--- src/hdl/rfbm_pkg.sv ---
// rfbm_pkg: shared types and constants for the register file with bus muxes
// holds the command beat struct, write-enable bit positions and bus select codes
// no dependencies
`timescale 1ns / 1ps

package rfbm_pkg;

    localparam int unsigned MASK_W = 25;
    localparam int unsigned IDX_W  = 5;

    // write-enable bit positions
    localparam int unsigned WE_AH   = 0;
    localparam int unsigned WE_DIH  = 8;
    localparam int unsigned WE_SPH  = 14;
    localparam int unsigned WE_SPL  = 15;
    localparam int unsigned WE_TDRH = 16;
    localparam int unsigned WE_TDRL = 17;
    localparam int unsigned WE_PCH  = 18;
    localparam int unsigned WE_PCL  = 19;
    localparam int unsigned WE_MASK = 20;
    localparam int unsigned WE_MDRL = 21;
    localparam int unsigned WE_MDRH = 22;
    localparam int unsigned WE_MARL = 23;
    localparam int unsigned WE_MARH = 24;

    // w bus rows
    localparam logic [1:0] ROW_GEN  = 2'd0;
    localparam logic [1:0] ROW_PTR  = 2'd1;
    localparam logic [1:0] ROW_WORD = 2'd2;
    localparam logic [1:0] ROW_SYS  = 2'd3;

    // row 3 columns
    localparam logic [2:0] COL_SSPL   = 3'd0;
    localparam logic [2:0] COL_SSPH   = 3'd1;
    localparam logic [2:0] COL_VECTOR = 3'd2;
    localparam logic [2:0] COL_IMASK  = 3'd3;
    localparam logic [2:0] COL_STATUS = 3'd4;

    // row 2 register pairs
    localparam logic [1:0] PAIR_PC  = 2'd0;
    localparam logic [1:0] PAIR_MAR = 2'd1;
    localparam logic [1:0] PAIR_MDR = 2'd2;
    localparam logic [1:0] PAIR_TDR = 2'd3;

    // k bus selects
    localparam logic [1:0] KSEL_MDRL = 2'd0;
    localparam logic [1:0] KSEL_MDRH = 2'd1;
    localparam logic [1:0] KSEL_TDRL = 2'd2;
    localparam logic [1:0] KSEL_TDRH = 2'd3;

    typedef struct packed {
        logic [MASK_W-1:0] write_mask;
        logic [7:0]        z_bus;
        logic [7:0]        ext_data;
        logic              mdr_from_data;
        logic              mar_from_pc;
        logic              user_mode;
        logic [IDX_W-1:0]  w_index;
        logic [1:0]        k_select;
        logic [7:0]        interrupt_vector;
        logic [7:0]        interrupt_status;
    } cmd_t;

    typedef struct packed {
        logic [7:0]  w_bus_value;
        logic [7:0]  k_bus_value;
        logic [15:0] memory_address;
        logic [15:0] memory_data;
    } result_t;

endpackage

--- src/hdl/cpu_register_file_with_bus_muxes_top.sv ---
// cpu_register_file_with_bus_muxes_top: cpu register file with w and k read buses
// instantiates rfbm_in_stage, rfbm_core and rfbm_out_stage; uses rfbm_pkg
//
//  channel   handshake        payload
//  command   start / busy     write_mask .. interrupt_status
//  result    done (strobe)    w_bus_value, k_bus_value, memory_address, memory_data
//
// one command beat per cycle; busy is always low
// a result strobes done once its start beat has passed the input register, then
// the register file update and read muxes, then the result register
// reset clears all architectural registers to zero and drops pending beats
// results cannot be stalled; each is shown for one cycle and held until the next
`timescale 1ns / 1ps

module cpu_register_file_with_bus_muxes_top (
    input  logic        clk,
    input  logic        rst_n,
    input  logic        start,
    output logic        busy,
    input  logic [24:0] write_mask,
    input  logic [7:0]  z_bus,
    input  logic [7:0]  ext_data,
    input  logic        mdr_from_data,
    input  logic        mar_from_pc,
    input  logic        user_mode,
    input  logic        read_from_panel,
    input  logic [4:0]  panel_index,
    input  logic [4:0]  ucode_index,
    input  logic [1:0]  k_select,
    input  logic [7:0]  interrupt_vector,
    input  logic [7:0]  interrupt_status,
    output logic        done,
    output logic [7:0]  w_bus_value,
    output logic [7:0]  k_bus_value,
    output logic [15:0] memory_address,
    output logic [15:0] memory_data
);
    import rfbm_pkg::*;

    logic    cmd_valid;
    cmd_t    cmd;
    result_t result;

    assign busy = 1'b0;

    rfbm_in_stage u_in (
        .clk              (clk),
        .rst_n            (rst_n),
        .load             (start & ~busy),
        .write_mask       (write_mask),
        .z_bus            (z_bus),
        .ext_data         (ext_data),
        .mdr_from_data    (mdr_from_data),
        .mar_from_pc      (mar_from_pc),
        .user_mode        (user_mode),
        .read_from_panel  (read_from_panel),
        .panel_index      (panel_index),
        .ucode_index      (ucode_index),
        .k_select         (k_select),
        .interrupt_vector (interrupt_vector),
        .interrupt_status (interrupt_status),
        .cmd_valid        (cmd_valid),
        .cmd              (cmd)
    );

    rfbm_core u_core (
        .clk       (clk),
        .rst_n     (rst_n),
        .cmd_valid (cmd_valid),
        .cmd       (cmd),
        .result    (result)
    );

    rfbm_out_stage u_out (
        .clk            (clk),
        .rst_n          (rst_n),
        .res_valid      (cmd_valid),
        .result         (result),
        .done           (done),
        .w_bus_value    (w_bus_value),
        .k_bus_value    (k_bus_value),
        .memory_address (memory_address),
        .memory_data    (memory_data)
    );

endmodule

--- src/hdl/rfbm_in_stage.sv ---
// rfbm_in_stage: input register for one micro-cycle command beat
// resolves the w bus index source before registering; uses rfbm_pkg
`timescale 1ns / 1ps

module rfbm_in_stage (
    input  logic                  clk,
    input  logic                  rst_n,
    input  logic                  load,
    input  logic [24:0]           write_mask,
    input  logic [7:0]            z_bus,
    input  logic [7:0]            ext_data,
    input  logic                  mdr_from_data,
    input  logic                  mar_from_pc,
    input  logic                  user_mode,
    input  logic                  read_from_panel,
    input  logic [4:0]            panel_index,
    input  logic [4:0]            ucode_index,
    input  logic [1:0]            k_select,
    input  logic [7:0]            interrupt_vector,
    input  logic [7:0]            interrupt_status,
    output logic                  cmd_valid,
    output rfbm_pkg::cmd_t        cmd
);
    import rfbm_pkg::*;

    logic valid_reg;
    cmd_t cmd_reg;
    cmd_t cmd_next;

    always_comb
    begin
        cmd_next.write_mask       = write_mask;
        cmd_next.z_bus            = z_bus;
        cmd_next.ext_data         = ext_data;
        cmd_next.mdr_from_data    = mdr_from_data;
        cmd_next.mar_from_pc      = mar_from_pc;
        cmd_next.user_mode        = user_mode;
        cmd_next.w_index          = read_from_panel ? panel_index : ucode_index;
        cmd_next.k_select         = k_select;
        cmd_next.interrupt_vector = interrupt_vector;
        cmd_next.interrupt_status = interrupt_status;
    end

    always_ff @(posedge clk or negedge rst_n)
    begin
        if (!rst_n)
        begin
            valid_reg <= 1'b0;
        end
        else
        begin
            valid_reg <= load;
        end
    end

    always_ff @(posedge clk)
    begin
        if (load)
        begin
            cmd_reg <= cmd_next;
        end
    end

    assign cmd_valid = valid_reg;
    assign cmd       = cmd_reg;

endmodule

--- src/hdl/rfbm_core.sv ---
// rfbm_core: architectural registers, byte write decode and the w/k read muxes
// w/k reads see pre-write values, memory outputs post-write ones; uses rfbm_pkg
`timescale 1ns / 1ps

module rfbm_core (
    input  logic                 clk,
    input  logic                 rst_n,
    input  logic                 cmd_valid,
    input  rfbm_pkg::cmd_t       cmd,
    output rfbm_pkg::result_t    result
);
    import rfbm_pkg::*;

    logic [7:0]  gen_reg [8];
    logic [7:0]  gen_next [8];
    logic [7:0]  ptr_reg [8];
    logic [7:0]  ptr_next [8];
    logic [15:0] pc_reg, pc_next;
    logic [15:0] mar_reg, mar_next;
    logic [15:0] mdr_reg, mdr_next;
    logic [15:0] tdr_reg, tdr_next;
    logic [15:0] ssp_reg, ssp_next;
    logic [7:0]  imask_reg, imask_next;

    logic [24:0] we;
    logic [7:0]  z;
    logic [7:0]  mdr_src;
    logic [1:0]  row;
    logic [2:0]  col;
    logic [15:0] pair_word;
    logic [7:0]  w_val;
    logic [7:0]  k_val;

    assign we  = cmd_valid ? cmd.write_mask : '0;
    assign z   = cmd.z_bus;
    assign row = cmd.w_index[4:3];
    assign col = cmd.w_index[2:0];

    // write decode
    always_comb
    begin
        for (int i = 0; i < 4; i++)
        begin
            // even bit is the high byte, odd bit the low byte
            gen_next[2*i+1] = we[WE_AH+2*i]   ? z : gen_reg[2*i+1];
            gen_next[2*i]   = we[WE_AH+2*i+1] ? z : gen_reg[2*i];
            // mask order runs DI, SI, BP, SP against storage order SP, BP, SI, DI
            ptr_next[2*(3-i)+1] = we[WE_DIH+2*i]   ? z : ptr_reg[2*(3-i)+1];
            ptr_next[2*(3-i)]   = we[WE_DIH+2*i+1] ? z : ptr_reg[2*(3-i)];
        end

        ssp_next = ssp_reg;
        if (!cmd.user_mode && we[WE_SPH])
        begin
            ssp_next[15:8] = z;
        end
        if (!cmd.user_mode && we[WE_SPL])
        begin
            ssp_next[7:0] = z;
        end

        tdr_next = {we[WE_TDRH] ? z : tdr_reg[15:8], we[WE_TDRL] ? z : tdr_reg[7:0]};
        pc_next  = {we[WE_PCH] ? z : pc_reg[15:8], we[WE_PCL] ? z : pc_reg[7:0]};
        imask_next = we[WE_MASK] ? z : imask_reg;

        mdr_src  = cmd.mdr_from_data ? cmd.ext_data : z;
        mdr_next = {we[WE_MDRH] ? mdr_src : mdr_reg[15:8],
                    we[WE_MDRL] ? mdr_src : mdr_reg[7:0]};

        // mar copies the pc as updated in this same beat
        mar_next = mar_reg;
        if (we[WE_MARL])
        begin
            mar_next[7:0] = cmd.mar_from_pc ? pc_next[7:0] : z;
        end
        if (we[WE_MARH])
        begin
            mar_next[15:8] = cmd.mar_from_pc ? pc_next[15:8] : z;
        end
    end

    // w bus mux
    always_comb
    begin
        case (col[2:1])
            PAIR_PC:  pair_word = pc_reg;
            PAIR_MAR: pair_word = mar_reg;
            PAIR_MDR: pair_word = mdr_reg;
            PAIR_TDR: pair_word = tdr_reg;
            default:  pair_word = tdr_reg;
        endcase

        case (row)
            ROW_GEN:  w_val = gen_reg[col];
            ROW_PTR:  w_val = ptr_reg[col];
            ROW_WORD: w_val = col[0] ? pair_word[15:8] : pair_word[7:0];
            ROW_SYS:
            begin
                case (col)
                    COL_SSPL:   w_val = ssp_reg[7:0];
                    COL_SSPH:   w_val = ssp_reg[15:8];
                    COL_VECTOR: w_val = cmd.interrupt_vector;
                    COL_IMASK:  w_val = imask_reg;
                    COL_STATUS: w_val = cmd.interrupt_status;
                    default:    w_val = 8'd0;   // unused system columns read zero
                endcase
            end
            default:  w_val = 8'd0;
        endcase
    end

    // k bus mux
    always_comb
    begin
        case (cmd.k_select)
            KSEL_MDRL: k_val = mdr_reg[7:0];
            KSEL_MDRH: k_val = mdr_reg[15:8];
            KSEL_TDRL: k_val = tdr_reg[7:0];
            KSEL_TDRH: k_val = tdr_reg[15:8];
            default:   k_val = tdr_reg[15:8];
        endcase
    end

    always_ff @(posedge clk or negedge rst_n)
    begin
        if (!rst_n)
        begin
            for (int i = 0; i < 8; i++)
            begin
                gen_reg[i] <= 8'd0;
                ptr_reg[i] <= 8'd0;
            end
            pc_reg    <= 16'd0;
            mar_reg   <= 16'd0;
            mdr_reg   <= 16'd0;
            tdr_reg   <= 16'd0;
            ssp_reg   <= 16'd0;
            imask_reg <= 8'd0;
        end
        else
        begin
            for (int i = 0; i < 8; i++)
            begin
                gen_reg[i] <= gen_next[i];
                ptr_reg[i] <= ptr_next[i];
            end
            pc_reg    <= pc_next;
            mar_reg   <= mar_next;
            mdr_reg   <= mdr_next;
            tdr_reg   <= tdr_next;
            ssp_reg   <= ssp_next;
            imask_reg <= imask_next;
        end
    end

    assign result.w_bus_value    = w_val;
    assign result.k_bus_value    = k_val;
    assign result.memory_address = mar_next;
    assign result.memory_data    = mdr_next;

endmodule

--- src/hdl/rfbm_out_stage.sv ---
// rfbm_out_stage: result register and done strobe
// holds the last result between beats; uses rfbm_pkg
`timescale 1ns / 1ps

module rfbm_out_stage (
    input  logic                 clk,
    input  logic                 rst_n,
    input  logic                 res_valid,
    input  rfbm_pkg::result_t    result,
    output logic                 done,
    output logic [7:0]           w_bus_value,
    output logic [7:0]           k_bus_value,
    output logic [15:0]          memory_address,
    output logic [15:0]          memory_data
);
    import rfbm_pkg::*;

    logic    done_reg;
    result_t res_reg;

    always_ff @(posedge clk or negedge rst_n)
    begin
        if (!rst_n)
        begin
            done_reg <= 1'b0;
            res_reg  <= '0;
        end
        else
        begin
            done_reg <= res_valid;
            if (res_valid)
            begin
                res_reg <= result;
            end
        end
    end

    assign done           = done_reg;
    assign w_bus_value    = res_reg.w_bus_value;
    assign k_bus_value    = res_reg.k_bus_value;
    assign memory_address = res_reg.memory_address;
    assign memory_data    = res_reg.memory_data;

endmodule

--- config.mk ---
export PLATFORM = sky130hd
export DESIGN_NAME = cpu_register_file_with_bus_muxes_top
export DESIGN_NICKNAME = d
export VERILOG_FILES = /design/src/hdl/rfbm_pkg.sv /design/src/hdl/cpu_register_file_with_bus_muxes_top.sv /design/src/hdl/rfbm_in_stage.sv /design/src/hdl/rfbm_core.sv /design/src/hdl/rfbm_out_stage.sv
export SDC_FILE = /design/constraint.sdc
export NUM_CORES = 1
export LEC_CHECK = 0
export BUFFER_PORTS_ARGS = -buffer_cell sky130_fd_sc_hd__buf_2
export CORE_ASPECT_RATIO = 0.6
export CORE_MARGIN = 2
export CORE_UTILIZATION = 60
export DETAILED_ROUTE_END_ITERATION = 7
export GPL_TIMING_DRIVEN = 0
export PLACE_DENSITY = 0.87
export SLEW_MARGIN = 40
export SYNTH_ARGS = -nofsm -noshare
export SYNTH_HDL_FRONTEND = slang
export SYNTH_SLANG_ARGS = --single-unit
--- constraint.sdc ---
create_clock -name clk -period 3.35 [get_ports clk]
set_input_delay 0.5025 -clock clk [delete_from_list [all_inputs] [get_ports clk]]
set_output_delay 0.5025 -clock clk [all_outputs]
set_load 0.005 [all_outputs]
==> out/metrics.cfg, run 1 <==
[run_status]
status=finished clean

[detailed_routing]
first_pass_iters=5
drc=0
detail-route-antenna-nets=0
drtIter0Drc=1058
via_per_inst=6.40
wirelength_mm=39.8
vias=9599
avgRoutedWirePerCell_um=26.5

[setup_path]
crit_chain=buf_2 -> buf_2 -> buf_2 -> a211oi_1 -> o21ai_0 -> a41oi_1
critPathRequiredTime_ns=3.77
crit_family=buffers and inverters
slowest_delay_ns=0.51
worstSetupStartpointType=flop
critical_path.most_common_cell=buf_2
path_buf_inv=3
cp_max_fo=10
criticalPathCategory=reg2reg
arrival_ns=3.06
slowest_stage=edfxtp_1
crit_path_end_kind=flop

[synth]
async_flop_share_pct=79.9
synth_top_area_share_pct=45.9
ys_ff_latch=333
yosysWarnings=0
ys.flop_type=dfrtp_1
synth_cell_types=39
synth_area_leaders=dfrtp_1, mux2_2, edfxtp_1, mux2i_1, mux4_1
synth_cells=1000
synth_sequential_area_ratio_pct=59.8
synth_edf_count=67
synth_nets=1076
yosysTopAreaCell=dfrtp_1
synth.avg_cell_area_um2=14.5
netlist_area_um2=14500

[die]
core_um2=23400
chipHeight_um=124
io-pin-count=126
dieArea_um2=25500
initial_core_util_pct=61.9
num_rows=43
die_width_um=205

[clock_network]
clk_latency_ns=0.58
cts_sinks=333
clockRootBuffer=clkbuf_16
clockBufferDepth=3
path_clk_slew_ns=0.08
numCtsBuffers=29
cts_tree=done
htree_num_levels=1

[timing]
drv_slew=0
post-route-period-util_pct=78.9
whs_ns=0.0979
rsz0062_at_grt=no
finalHoldViolations=0
worst_pin_slew_ns=0.865
finalCriticalPeriod_ns=2.64
max_slew_margin_pct=42.3
setup_viol=0
max_freq_mhz=378
setup_tns_ns=0
skew_ns=0.0175

[global_routing]
grt_pass1_vias=9619
grt_antenna_before_repair=0
grt_overflow=0
grt_pass1_wl_mm=59.7
track_usage_pct=31.8
grt_max_degree=79

[place]
place_area_um2=15600
dpl.hpwl_mm=28.2
port_buffers=124
globalplace.congestion=0.960

[power_and_ir_drop]
power.density_nw_per_um2=669
ir_worst_vdd_v=0.000382
p_leak_uw=0.00701

[layout]
area_growth_syn_to_layout_pct=15.3
fillers=1519
mostFrequentLayoutCell=dfrtp_1
stdcell_area_um2=16700
final_cell_mix=dfrtp_1, mux2_2, buf_2
final_net_count=1236
drive_gt1_share_pct=38.7
largest_reg_flops=67

[run]
maxCapViolCount=0

[worst_hold_path]
min_path_type=in2reg

[cells in the mapped netlist, types with 7 or more instances]
library cell	count
edfxtp_1	67
nor2_1	58
buf_2	19
o21ai_0	19
buf_4	9
nor2b_1	9
dfrtp_1	266
o22ai_1	15
mux4_1	18
a211oi_1	23
a21oi_1	47
nand2_1	34
and2_1	7
mux2i_1	67
mux2_2	231
o221ai_1	13
clkbuf_1	34
mux4_2	10
[area by class of cell]
cell class	instances	area [um^2]	share of cell area, %
Sequential cell	333	8670	51.9
Multi-Input combinational cell	594	5450	32.6
Clock buffer	45	908	5.44
Timing Repair Buffer	129	757	4.53
Tap cell	315	394	2.36
Buffer	72	367	2.19
Clock inverter	9	149	0.891
Antenna cell	2	5.00	0.0300
Inverter	1	3.75	0.0225
[kinds of logic (layout without fill, tap and decap cells)]
kind of cell	Yosys count	count (layout)	synth area share, %
flip-flops	333	333	59.8
multiplexers	326	326	27.4
AO/OA/AOI/OAI	136	136	5.99
AND/OR/NAND/NOR	131	131	4.21
buffers and inverters	73	256	2.56
other	1	3	0.0259
[worst paths after layout]
kind,startpoint,end,slack (ns),cells after the start
worst max-delay path,u_in.cmd[19],u_out.w_bus_value[1],0.71,6
worst min-delay path,z_bus[0],u_in.cmd[34],0.1,1
worst max register to register,u_in.cmd[19],u_out.w_bus_value[1],0.71,6
worst min register to register,u_in.cmd_valid,u_out.done,0.40,0
max in group asynchronous,rst_n,u_core.mar_reg[4],2.11,3
min in group asynchronous,rst_n,u_core.ptr_reg[1],0.46,2
[through the flow]
stage | cells | total power (uW) | util, % | setup WS, ns
floorplan | 1000 | 6540 | - | 1.70
global placement | 1439 | 7340 | 66.3 | -2.96
detailed placement | 1443 | 7480 | 66.8 | 0.994
CTS | 1498 | 11100 | 71.4 | 0.914
global route | 1498 | 11600 | 71.4 | 0.609
finish | 1500 | 11200 | 71.4 | 0.708
[report_power, final]
part	internal [uW]	switching (uW)	leakage, uW
sequential	4890	562	0.00373
clock	2170	1510	0.000523
combinational	1030	1010	0.00276
total	8090	3090	0.00701
[routing by layer]
metal  vias to the layer above  global-route usage (%)  part of all wire, %
li1                       4035                       -                    -
met1                      4938                    48.5                   43
met2                       559                    41.2                   41
met3                        67                    14.7                   14
met4                         0                    7.03                  1.8
met5                         -                       0                    0
[worst reg2reg max path, delay by kind of cell, from the launching register on]
| kind | cells | cell delay, ns |
|---|---|---|
| buffers and inverters | 3 | 1.12 |
| flip-flops | 1 | 0.51 |
| AO/OA/AOI/OAI | 3 | 0.86 |
[timing repair]
item,in CTS,in global routing
hold buffers,1,0
resized for setup,0,0
setup buffers,0,0
hold endpoints to repair,55,0
No activity file was read; power rests on OpenSTA's default activity.
==> inputs of run 2 (changes only) <==
- CORE_UTILIZATION: 60 -> 54
- PLACE_DENSITY: 0.87 -> 0.83
- clock period: 3.35 -> 2.4 ns (I/O delays scaled with it)
==> run 2 against run 1 <==
The run now ends with negative setup slack left. Cell count is 7.3% higher. Flip-flop and latch count stayed put. Worst setup slack worse by 0.74 ns. Clock skew is 0.0020 ns lower. Largest power group unchanged.
==> out/metrics.cfg, run 2 (same netlist as run 1, synthesis figures left out) <==
[timing]
worst_pin_slew_ns=0.860  ; -0.00502 ns
finalHoldViolations=0  ; unchanged
max_slew_margin_pct=42.6  ; +0.33 points
rsz0062_at_grt=no
skew_ns=0.0156  ; -0.00196 ns
fin_ws_ns=-0.0368  ; -0.745 ns
drv_slew=0  ; unchanged
finalCriticalPeriod_ns=2.44  ; -0.205 ns
post-route-period-util_pct=102  ; +23 points
max_freq_mhz=410  ; +8.4%
setup_viol=2  ; +2

[clock_network]
cts_tree=done
cts_sinks=333  ; unchanged
clockRootBuffer=clkbuf_16
clockBufferDepth=3  ; unchanged
numCtsBuffers=30  ; +3.4%
htree_num_levels=1  ; unchanged
clk_latency_ns=0.58  ; about the same
path_clk_slew_ns=0.07  ; about the same

[layout]
fillers=1800  ; +18%
mostFrequentLayoutCell=dfrtp_1
drive_gt1_share_pct=36.2  ; -2.5 points
final_net_count=1302  ; +5.3%
area_growth_syn_to_layout_pct=19.2
final_cell_mix=dfrtp_1, mux2_2, buf_2
largest_reg_flops=67  ; unchanged

[global_routing]
grt_pass1_vias=9818  ; +2.1%
grt_antenna_before_repair=1  ; +1
grt_overflow=0  ; unchanged
track_usage_pct=29.5  ; -2.3 points
grt_pass1_wl_mm=60.9  ; +2.1%
grt_max_degree=78  ; -1.3%

[place]
port_buffers=124  ; unchanged
dpl.hpwl_mm=28.8  ; +2.1%
post-place-ws_ns=0.00681  ; -0.987 ns
globalplace.congestion=0.957  ; -0.36%

[power_and_ir_drop]
p_leak_uw=0.00722  ; +2.9%
ir_worst_vdd_v=0.000633  ; +66%
power.density_nw_per_um2=881  ; +32%
power_uw=15200  ; +36%

[setup_path]
critPathRequiredTime_ns=2.83  ; -0.94 ns
crit_family=buffers and inverters
criticalPathCategory=reg2reg
worstSetupStartpointType=flop
path_buf_inv=3  ; unchanged
cp_max_fo=10  ; unchanged
crit_cells=6  ; unchanged
crit_chain=buf_2 -> clkbuf_4 -> buf_2 -> a211oi_1 -> o21ai_0 -> a41oi_1
critical_path.most_common_cell=buf_2
slowest_delay_ns=0.50  ; about the same
crit_path_end_kind=flop
r2r_cells=6  ; unchanged
slowest_stage=edfxtp_1
arrival_ns=2.86  ; -0.20 ns

[detailed_routing]
drtIter0Drc=1106  ; +4.5%
vias=9974  ; +3.9%
via_per_inst=6.20  ; -3.2%
first_pass_iters=5  ; unchanged
drc=0  ; unchanged
avgRoutedWirePerCell_um=25.6  ; -3.3%
wirelength_mm=41.3  ; +3.8%
detail-route-antenna-nets=0  ; unchanged

[die]
io-pin-count=126  ; unchanged
num_rows=46  ; +7.0%
core_um2=26400  ; +13%
die_width_um=215  ; +5.3%
chipHeight_um=131  ; +5.2%
initial_core_util_pct=54.9  ; -7.1 points
dieArea_um2=28200  ; +11%

[run_status]
violations=negative setup slack
status=finished, violations left

[run]
maxCapViolCount=0  ; unchanged

[worst_hold_path]
hold_path_depth=2  ; +1
min_path_type=in2reg

-- run 2: cell count changes in the layout (fill, tap and decap cells not counted), sizes merged --
cell,change
clkinv,+6
dlygate4sd3,+63
diode,-1
inv,-1
buf,+1
bufinv,-3
-- run 2: area by class of cell --
cell class / count / area [um^2] / area share (%)
multi-input cells: 594 / 5450 / 31.6
flip-flops and latches: 333 / 8670 / 50.2
well taps: 360 / 450 / 2.61
clock buffers: 44 / 835 / 4.83
diodes: 1 / 2.50 / 0.0145
clock inverters: 11 / 88.8 / 0.514
plain buffers: 72 / 372 / 2.15
inverters: 1 / 3.75 / 0.0217
repair buffers: 194 / 1400 / 8.12
-- run 2: power by group --
| group | internal, uW | total [uW] | switching, uW |
|---|---|---|---|
| logic | 1510 | 2940 | 1430 |
| registers | 6830 | 7630 | 799 |
| clock network | 2520 | 4650 | 2130 |
-- run 2: path summary, 6_finish.rpt --
| check | startpoint | slack (ns) | end |
|---|---|---|---|
| hold reg to reg | u_in.cmd_valid | 0.40 | u_out.done |
| hold / removal | ucode_index[4] | 0.09 | u_in.cmd[22] |
| setup reg to reg | u_in.cmd[19] | -0.04 | u_out.w_bus_value[3] |
| max in group asynchronous | rst_n | 0.66 | u_core.gen_reg[42] |
| min in group asynchronous | rst_n | 0.28 | u_core.ssp_reg[6] |
| setup / recovery | u_in.cmd[19] | -0.04 | u_out.w_bus_value[3] |
-- run 2: timing repair --
item	in CTS	in global routing
gates resized for setup	1	7
hold buffers	64	0
buffers inserted	0	2
pin swaps	0	0
setup endpoints to repair	1	7
hold endpoints to repair	106	0
-- run 2: metrics by stage --
step	utilization (%)	instances	setup TNS, ns	hold WS [ns]	instance area [um^2]
after CTS	65.3	1607	0	0.0760	17300
after detailed placement	59.4	1488	0	0.275	15700
final	65.4	1610	-0.0635	0.0856	17300
after floorplan	-	1000	0	0.0644	14500
after global routing	65.4	1609	0	0.0806	17300
after global placement	58.9	1484	-995.61	0.372	15600
-- run 2: routing by layer --
metal / up-vias / part of all wire, % / GRT usage (%)
met1: 5144 / 44 / 45.3
met5: - / 0.029 / 0
met4: 2 / 1.6 / 5.56
li1: 4168 / - / -
met3: 57 / 13 / 10.4
met2: 603 / 41 / 40.5
==> inputs of run 3 (changes only) <==
- CELL_PAD_IN_SITES_DETAIL_PLACEMENT: default -> 2
- CELL_PAD_IN_SITES_GLOBAL_PLACEMENT: default -> 2
- CORE_UTILIZATION: 54 -> 39
==> run 3 against run 2 <==
The run ends with negative hold slack left. Worst hold slack lost 0.089 ns. Combinational power grew 9.5%. Critical endpoint is now u_core.gen_reg[36]. Cell count grew 7.1%. Routed wire length grew 33%. Largest power group unchanged. Clock-buffer cell count shrank 2. Via count grew 3.3%. Clock skew grew 0.0047 ns. Sequential share of layout area shrank 0.82 points. Sequential power grew 1%. Die area grew 37%.
==> out/metrics.cfg, run 3 (same netlist as run 1, synthesis figures left out) <==
[power_and_ir_drop]
power.density_nw_per_um2=926  ; +5.2%
p_leak_uw=0.00730  ; +1.1%
ir_worst_vdd_v=0.000459  ; -28%

[layout]
stdcell_area_um2=17600  ; +1.7%
area_growth_syn_to_layout_pct=21.2
mostFrequentLayoutCell=dfrtp_1
largest_reg_flops=67  ; unchanged
final_cell_mix=dfrtp_1, mux2_2, buf_2
drive_gt1_share_pct=37.4  ; +1.2 points
final_net_count=1300  ; -0.15%
fin_util_pct=48.1  ; -17 points

[setup_path]
cp_max_fo=11  ; +1
critPathRequiredTime_ns=2.86  ; +0.03 ns
r2r_cells=5  ; -1
worstSetupStartpointType=flop
criticalPathCategory=reg2reg
crit_path_end_kind=flop
arrival_ns=2.84  ; -0.02 ns

[global_routing]
grt_antenna_before_repair=5  ; +4
track_usage_pct=28.5  ; -0.99 points
grt_pass1_wl_mm=80.1  ; +31%
grt_max_degree=78  ; unchanged
grt_pass1_vias=11405  ; +16%
grt_overflow=0  ; unchanged

[die]
die_width_um=253  ; +17%
core_um2=36500  ; +38%
chipHeight_um=153  ; +17%
io-pin-count=126  ; unchanged
num_rows=54  ; +17%
initial_core_util_pct=39.7  ; -15 points
dieArea_um2=38800  ; +37%

[place]
port_buffers=124  ; unchanged
place_area_um2=15800  ; +0.92%
globalplace.congestion=0.868  ; -9.3%
post-place-ws_ns=-0.241  ; -0.247 ns
dpl.hpwl_mm=36.0  ; +25%

[clock_network]
cts_tree=done
numCtsBuffers=30  ; unchanged
path_clk_slew_ns=0.08  ; about the same
cts_sinks=333  ; unchanged
clockRootBuffer=clkbuf_16
clk_latency_ns=0.60  ; +0.02 ns
htree_num_levels=1  ; unchanged
clockBufferDepth=3  ; unchanged

[detailed_routing]
via_per_inst=5.97  ; -3.6%
drtIter0Drc=1132  ; +2.4%
drc=0  ; unchanged
detail-route-antenna-nets=0  ; unchanged
wirelength_mm=54.7  ; +33%
first_pass_iters=5  ; unchanged
avgRoutedWirePerCell_um=31.7  ; +24%
vias=10306  ; +3.3%

[worst_hold_path]
min_path_type=in2reg
hold_path_depth=1  ; -1

[run]
maxCapViolCount=0  ; unchanged

[timing]
post-route-period-util_pct=98.9  ; -2.6 points
rsz0062_at_grt=yes
worst_pin_slew_ns=0.868  ; +0.00776 ns
finalHoldViolations=1  ; +1
max_slew_margin_pct=42.1  ; -0.52 points
max_freq_mhz=421  ; +2.7%
skew_ns=0.0202  ; +0.00467 ns
finalCriticalPeriod_ns=2.37  ; -0.0631 ns
drv_slew=0  ; unchanged
setup_viol=0  ; -2
whs_ns=-0.00329  ; -0.0889 ns
fin_ws_ns=0.0263  ; +0.0631 ns

[run_status]
status=finished, violations left
violations=negative hold slack

-- run 3: cell types whose count changed in the layout (fill, tap and decap cells not counted), sizes merged --
| cell | change |
|---|---|
| buf | -2 |
| bufinv | +1 |
| clkbuf | -1 |
| clkinv | +1 |
| clkinvlp | +1 |
| dlygate4sd3 | -1 |
-- run 3: path summary, 6_finish.rpt --
check                                    start                 end  slack (ns)
worst max-delay path            u_in.cmd_valid  u_core.gen_reg[36]        0.03
worst min-delay path                     start      u_in.cmd_valid      -0.003
worst max register to register  u_in.cmd_valid  u_core.gen_reg[36]        0.03
worst min register to register  u_in.cmd_valid          u_out.done        0.39
max in group asynchronous                rst_n  u_core.mar_reg[10]        0.93
min in group asynchronous                rst_n   u_core.ptr_reg[3]        0.30
-- run 3: report_power, final --
part	internal, uW	switching [uW]
combinational	1520	1700
clock	2930	2390
sequential	6830	903
-- run 3: metrics by stage --
stage / total power (uW) / hold slack (ns) / cells / TNS [ns]
floorplan: 9130 / 0.0644 / 1000 / 0
global placement: 10400 / 0.363 / 1600 / -1040.73
detailed placement: 10700 / 0.320 / 1604 / -1.17
CTS: 16100 / 0.00144 / 1723 / -0.0457
global route: 16800 / 0.00271 / 1724 / -0.509
finish: 16300 / -0.00329 / 1725 / 0
-- run 3: worst max-delay path, stage by stage, from the launching register on --
cell and delay [ns]:
dfrtp_1 0.36, buf_4 0.27, clkbuf_4 0.36, buf_2 0.38, nand2_1 0.42, mux2_2 0.43
-- run 3: cell type report --
class / instances / area, um^2
Antenna cell: 1 / 2.50
Buffer: 71 / 377
Clock buffer: 42 / 931
Clock inverter: 14 / 134
Fill cell: 3440 / 18900
Inverter: 1 / 3.75
Multi-Input combinational cell: 594 / 5460
Sequential cell: 333 / 8670
Tap cell: 476 / 596
Timing Repair Buffer: 193 / 1390
-- run 3: per-layer routing --
layer	wire [um]	up-vias	track usage (%)	part of all wire (%)
met2	25400	477	45.4	46
met3	4340	88	5.89	7.9
met1	23800	5587	40.6	43
met4	1190	2	5.41	2.2
met5	12	-	0	0.022
li1	-	4152	-	-
-- run 3: what timing repair did --
item	4_1_cts	5_1_grt
resized for setup	10	4
setup buffers	0	2
endpoints found under the hold margin	117	0
endpoints found under the setup margin	7	86
hold buffers	63	0
